**src/rtl/lbat_pkg.sv**
```systemverilog
// Package with the item types, field widths and command codes of the LRU budget tracker.
`timescale 1ns / 1ps
package lbat_pkg;

  localparam int SIZE_W = 48;
  localparam int USED_W = 54;
  localparam int HALF_W = 32;
  localparam int KEY_W  = 2 * HALF_W;

  localparam logic [1:0] MODE_ALLOC = 2'd0;
  localparam logic [1:0] MODE_FREE  = 2'd1;
  localparam logic [1:0] MODE_TOUCH = 2'd2;
  localparam logic [1:0] MODE_EVICT = 2'd3;

  localparam logic [1:0] STAT_DONE = 2'd0;
  localparam logic [1:0] STAT_OVER = 2'd1;
  localparam logic [1:0] STAT_FULL = 2'd2;
  localparam logic [1:0] STAT_MISS = 2'd3;

  typedef struct packed {
    logic [1:0]        mode;
    logic [HALF_W-1:0] handle_index;
    logic [HALF_W-1:0] handle_generation;
    logic [SIZE_W-1:0] size_bytes;
  } in_item_t;

  typedef struct packed {
    logic [1:0]        status;
    logic              evicted_valid;
    logic [HALF_W-1:0] evicted_index;
    logic [HALF_W-1:0] evicted_generation;
    logic [USED_W-1:0] used_bytes;
  } out_item_t;

  // Classified request handed from the front queue to the back end.
  typedef struct packed {
    logic [1:0]        mode;
    logic [KEY_W-1:0]  key;
    logic [SIZE_W-1:0] size;
    logic              over;
  } cmd_t;

endpackage

```
**src/rtl/lbat_front.sv**
```systemverilog
// Front end: accepts requests, masks the size, checks the budget and queues them.
`timescale 1ns / 1ps
module lbat_front #(
  parameter int SIZE_BITS = 48
) (
  input  logic                          clk,
  input  logic                          rst_n,
  input  logic                          in_valid,
  output logic                          in_stall,
  input  lbat_pkg::in_item_t            in_data,
  input  logic [lbat_pkg::SIZE_W-1:0]   budget,
  output logic                          q_valid,
  output lbat_pkg::cmd_t                q_cmd,
  input  logic                          q_pop
);
  import lbat_pkg::*;

  localparam logic [SIZE_W-1:0] SZ_MASK = (SIZE_BITS >= SIZE_W) ? {SIZE_W{1'b1}} :
                                          SIZE_W'((65'd1 << SIZE_BITS) - 65'd1);

  cmd_t       q_mem_r [2];
  logic       wp_r;
  logic       rp_r;
  logic [1:0] cnt_r;
  logic [1:0] cnt_nxt;
  logic       push;
  logic       pop;
  cmd_t       new_cmd;
  logic [SIZE_W-1:0] msize;

  assign msize        = in_data.size_bytes & SZ_MASK;
  assign new_cmd.mode = in_data.mode;
  assign new_cmd.key  = {in_data.handle_generation, in_data.handle_index};
  assign new_cmd.size = msize;
  assign new_cmd.over = (msize > budget);

  assign in_stall = (cnt_r == 2'd2);
  assign q_valid  = (cnt_r != 2'd0);
  assign q_cmd    = q_mem_r[rp_r];
  assign push     = in_valid && !in_stall;
  assign pop      = q_valid && q_pop;

  always_comb begin
    cnt_nxt = cnt_r;
    if (push && !pop) cnt_nxt = cnt_r + 2'd1;
    else if (!push && pop) cnt_nxt = cnt_r - 2'd1;
  end

  always_ff @(posedge clk) begin
    if (!rst_n) begin
      wp_r  <= 1'b0;
      rp_r  <= 1'b0;
      cnt_r <= 2'd0;
    end else begin
      cnt_r <= cnt_nxt;
      if (push) wp_r <= ~wp_r;
      if (pop) rp_r <= ~rp_r;
    end
  end

  always_ff @(posedge clk) begin
    if (push) q_mem_r[wp_r] <= new_cmd;
  end

endmodule

```
**config.mk**
```make
export PLATFORM = sky130hd
export DESIGN_NAME = lbat_front
export DESIGN_NICKNAME = d
export VERILOG_FILES = /design/src/rtl/lbat_pkg.sv /design/src/rtl/lbat_front.sv
export SDC_FILE = /design/constraint.sdc
export NUM_CORES = 1
export LEC_CHECK = 0
export BUFFER_PORTS_ARGS = -buffer_cell sky130_fd_sc_hd__buf_2
export CAP_MARGIN = 20
export CORE_UTILIZATION = 56
export CTS_CLUSTER_DIAMETER = 40
export DETAILED_ROUTE_END_ITERATION = 10
export PLACE_DENSITY = 0.85
export RECOVER_POWER = 25
export SYNTH_ARGS = -nofsm -noshare
export SYNTH_HDL_FRONTEND = slang
export SYNTH_SLANG_ARGS = --single-unit
```
**constraint.sdc**
```tcl
create_clock -name clk -period 17.52 [get_ports clk]
set_input_delay 0 -clock clk [delete_from_list [all_inputs] [get_ports clk]]
set_output_delay 0 -clock clk [all_outputs]
set_load 0.01 [all_outputs]
```
=== Yosys cells after proc, flatten, opt, wreduce, memory -nomap -nowiden ===
Memory sizes are Yosys's and may differ from the RTL's. A register that Yosys moved wholly into a read port is not among the register bits.
Cells that the tools add are included.
W data, S select, Z words.

* Add/sub/neg operators: 2
* $lt $le $gt $ge: 1
* Equal/unequal tests: 1
* Muxes and demuxes: 6
* Bitwise gates (word level): 2
* Reductions and logical operators: 9

{| class="wikitable"
|+ Operator list
! kind !! count
|-
| $gt A48 B48 Y1 || 1
|-
| $logic_and A1 B1 Y1 || 4
|-
| $mux W1 || 4
|-
| $mux W2 || 2
|-
| $reduce_bool A2 Y1 || 2
|-
| $logic_not A1 Y1 || 3
|-
| $add A2 B1 Y2 const B || 1
|-
| $eq A2 B2 Y1 const B || 1
|-
| $not A1 Y1 || 2
|-
| $sub A2 B1 Y2 const B || 1
|}

* Bits in registers: 4
* Memory bits (writable): 230
* Input port bits: 166
* Output and inout bits: 117
* Word-level logic and storage cells: 25
* Memories: 1

{| class="wikitable"
|+ Memories
! memory !! words !! width !! rd ports !! clocked after memory_dff !! write ports !! line !! text
|-
| q_mem_r || 2 || 115 || 1 || 1 || 1 || lbat_front.sv:21 || <nowiki>cmd_t q_mem_r [2];</nowiki>
|}

=== Longest topological paths before layout ===
* Depth after elaboration: 7
* Mapped depth: 8
* Gate-level depth less buffers: 8

=== Worst setup path before layout ===
Ideal clock, no wire load.

* Path type: reg2reg
* Start point: register cnt_r[0]
* End point: memory q_mem_r[0][0] in the netlist's numbering (enable)
* Library setup time: 591 ps
* Arrival: 5396 ps
* Slack: 11532 ps
* Stages on the path, launching flop included: 4
* Buffers on the path: 0
* Path through: dfxtp_1 -> nand2b_1 -> nand2_1 -> nor2_1

* Longest elaborated chain between the ends: 5

{| class="wikitable"
|+ Ends and longest elaborated chain
! what !! line !! text
|-
| start, declared || lbat_front.sv:24 || <nowiki>logic [1:0] cnt_r;</nowiki>
|-
| start signal, assigned || lbat_front.sv:55 || <nowiki>cnt_r <= cnt_nxt;</nowiki>
|-
| $eq A2 B2 Y1 || lbat_front.sv:37 || <nowiki>assign in_stall = (cnt_r == 2'd2);</nowiki>
|-
| $logic_not A1 Y1 || lbat_front.sv:40 || <nowiki>assign push = in_valid && !in_stall;</nowiki>
|-
| $logic_and A1 B1 Y1 || lbat_front.sv:40 ||
|-
| $mux W1 || lbat_front.sv:62 || <nowiki>if (push) q_mem_r[wp_r] <= new_cmd;</nowiki>
|-
| $mux W1 (implied by the code) || lbat_front.sv:62 ||
|-
| end, declared || lbat_front.sv:21 ||
|}

No other way between the ends.

==> impl_metrics.env <==
export IMPL_clk_latency_ns=0.51
export IMPL_synthXorXnorAreaFrac=0.002711
export IMPL_drc=0
export IMPL_synth_top_family_by_area="multiplexers"
export IMPL_multi_input_area_um2=2449
export IMPL_synthMuxAreaShare=0.1336
export IMPL_slew_headroom=0.3419
export IMPL_syn_avg_cell_area_um2=17.50
export IMPL_clk_pin_slew_ns=0.06
export IMPL_ant_nets=0
export IMPL_io_pins=283
export IMPL_syn_inst=554
export IMPL_p_leak_nw=5.347
export IMPL_startpoint_type="register"
export IMPL_yosysSeqAreaShare=0.7229
export IMPL_total_power_mw=1.714
export IMPL_syn2layout_area_growth_pct=38.12
export IMPL_dieArea_um2=17840
export IMPL_path_class="reg2out"
export IMPL_hold_violations=0
export IMPL_ys_top_cells_by_area="edfxtp_1 (71%), mux2_2 (13%), ha_1 (6.3%)"
export IMPL_place_congestion=0.7759
export IMPL_htreeDepth=1
export IMPL_grt_use_total=0.2693
export IMPL_ys_ff_latch=235
export IMPL_antenna_found_initial=0
export IMPL_firstDrtPassIters=6
export IMPL_min_period_ns=2.771
export IMPL_cp_end_kind="output pin"
export IMPL_setup_tns_final_ns=0
export IMPL_final_cells=1214
export IMPL_wl_per_cell_um=19.80
export IMPL_critPathRequiredTime_ns=17.52
export IMPL_vias_per_cell=5.280
export IMPL_vias=6410
export IMPL_start_util=0.5784
export IMPL_synth_top_area_share=0.7125
export IMPL_yosysWarnings=0
export IMPL_syn_area_um2=9693
export IMPL_rows=47
export IMPL_worstPathArrival_ns=2.77
export IMPL_cap_violations=0
export IMPL_hold_class="in2reg"
export IMPL_hpwl_um=14170
export IMPL_ir_worst_vdd_mv=0.1122
export IMPL_cts_buffer_depth=3
export IMPL_layout_setup_ws_ns=14.75
export IMPL_initialDrtViolationCount=357
export IMPL_fmax_mhz=360.8
export IMPL_nets=1190
export IMPL_synth_compound_area_share=0.02607
export IMPL_die_w_um=133.6
export IMPL_clockRootBuffer="clkbuf_16"
export IMPL_post_cts_buffers=0
export IMPL_rsz0062_at_grt="no"
export IMPL_seq_area_um2=7010
export IMPL_num_fill_cells=888
export IMPL_cts_sinks=235
export IMPL_grt_overflow=0
export IMPL_core_area_um2=16760
export IMPL_cp_max_fo=70
export IMPL_synth_cell_type_count=34
export IMPL_yosysTopAreaCell="edfxtp_1"
export IMPL_drv_slew=0
export IMPL_numCtsBuffers=28
export IMPL_pwr_density_cell_nw_per_um2=128.0
export IMPL_grt_pass1_wl_um=36470
export IMPL_drive_above_1_share=0.3873
export IMPL_grt_max_degree=74
export IMPL_cts_tree="built"
export IMPL_setup_violations=0
export IMPL_dp_cells=1047
export IMPL_skew_ns=0.01039
export IMPL_die_h_um=133.6
export IMPL_finalCritPeriodShare=0.1582
export IMPL_cts_resized=0
export IMPL_io_buffer_count=282
export IMPL_tightest_slew_ns=0.9872
export IMPL_outcome="complete, no violations"
export IMPL_synth_fp_nets=769
export IMPL_yosys_area_share_adder=0.06325
export IMPL_yosys_area_share_simple=0.02569
export IMPL_pre_cts_slack_ns=14.90
export IMPL_n_antenna_cell=0
export IMPL_first_global_vias=6797
export IMPL_wirelength_um=24040
==> worst paths after layout <==
| kind | startpoint | to | slack [ns] | cells after the start |
|---|---|---|---|---|
| setup / recovery | register | q_cmd[90] | 14.75 | 3 |
| setup reg to reg | cnt_r[0] | q_mem_r[0][42] | 14.84 | 5 |
| hold / removal | in_data[73] | q_mem_r[0][106] | 0.21 | 2 |
| hold reg to reg | cnt_r[1] | cnt_r[1] | 0.53 | 2 |
==> repair_timing <==
action	CTS	global route
hold buffers	118	0
endpoints found under the hold margin	235	0
setup endpoints to repair	0	0
==> placed cells by master, fill, tap and decap left out, types with 2 or more instances in the layout <==
| cell type | n |
|---|---|
| a21o_1 | 2 |
| a21oi_1 | 22 |
| a221o_1 | 2 |
| and2_1 | 4 |
| and4_1 | 2 |
| buf_2 | 213 |
| buf_4 | 4 |
| bufinv_16 | 3 |
| clkbuf_1 | 67 |
| clkbuf_16 | 29 |
| clkbuf_2 | 3 |
| clkinv_1 | 5 |
| clkinv_2 | 4 |
| dfxtp_1 | 4 |
| dlygate4sd3_1 | 118 |
| edfxtp_1 | 230 |
| ha_1 | 49 |
| inv_1 | 51 |
| inv_6 | 5 |
| mux2_2 | 115 |
| nand2_1 | 16 |
| nand3_1 | 5 |
| nand4_1 | 7 |
| nor2_1 | 3 |
| nor4_2 | 2 |
| o21ai_0 | 8 |
| xnor2_1 | 2 |
==> cell usage after synthesis <==
library cell  count
edfxtp_1        230
mux2_2          115
inv_1            51
ha_1             49
a21oi_1          22
nand2_1          16
buf_2             8
o21ai_0           8
nand4_1           7
clkbuf_1          5
dfxtp_1           5
nand3_1           5
and2_1            4
nor2_1            4
a21o_1            2
a221o_1           2
and4_1            2
nor4_2            2
xnor2_1           2
a211oi_1          1
a21boi_0          1
a21boi_2          1
a221oi_1          1
and3_1            1
nand2b_1          1
nor2b_1           1
nor4_1            1
o211ai_1          1
o21a_1            1
o22a_1            1
o311ai_1          1
or2_2             1
or3_1             1
xor2_1            1
==> kinds of logic (layout without fill, tap and decap cells) <==
| kind of cell | count (synthesis) | count (layout) |
|---|---|---|
| flip-flops | 235 | 235 |
| multiplexers | 115 | 115 |
| buffers and inverters | 64 | 504 |
| adder cells (fa/ha/maj) | 49 | 49 |
| AND/OR/NAND/NOR | 46 | 46 |
| AO/OA/AOI/OAI | 42 | 42 |
| XOR/XNOR | 3 | 3 |
==> routing by layer <==
metal | vias up | share of wire | track usage | wire (µm)
li1 | 2958 | - | - | -
met1 | 3117 | 0.37 | 0.3104 | 8879
met2 | 299 | 0.53 | 0.5029 | 12850
met3 | 36 | 0.077 | 0.06355 | 1852
met4 | 0 | 0.019 | 0.06439 | 452
met5 | - | 0 | 0 | 0
==> final cells by class <==
cell class | instances | area share
clock buffer | 30 | 0.05449
clock inverter | 19 | 0.01439
inverter | 51 | 0.01430
multi-input combinational | 255 | 0.1829
sequential | 235 | 0.5236
tap | 220 | 0.02056
timing repair buffer | 404 | 0.1897
==> worst max-delay path, cell delays in order, from the launching register on <==
cell	delay, ns
dfxtp_4	0.77
buf_4	0.81
mux2_2	0.44
buf_2	0.15
==> flip-flops by register name, summed over array words and instances (netlist names), named ones only <==
| signal | cells |
|---|---|
| cnt_r | 2 |
| wp_r | 1 |
| q_mem_r | 230 |
| rp_r | 1 |
==> where the power goes <==
| group | leakage [nW] | internal [mW] | switching [mW] | total [mW] |
|---|---|---|---|---|
| clock | 0.457 | 0.347 | 0.221 | 0.568 |
| combinational | 2.70 | 0.195 | 0.213 | 0.408 |
| sequential | 2.19 | 0.704 | 0.0343 | 0.739 |
==> metrics by stage <==
step	util	cell area (µm²)	hold WS [ns]
detailed placement	0.6782	11370	0.1916
finish	0.7988	13390	0.2123
CTS	0.8037	13470	0.1832
floorplan	-	9693	0.09887
global placement	0.6782	11370	0.1880
global route	0.7988	13390	0.1917
Power figures use the tool's default switching activity.
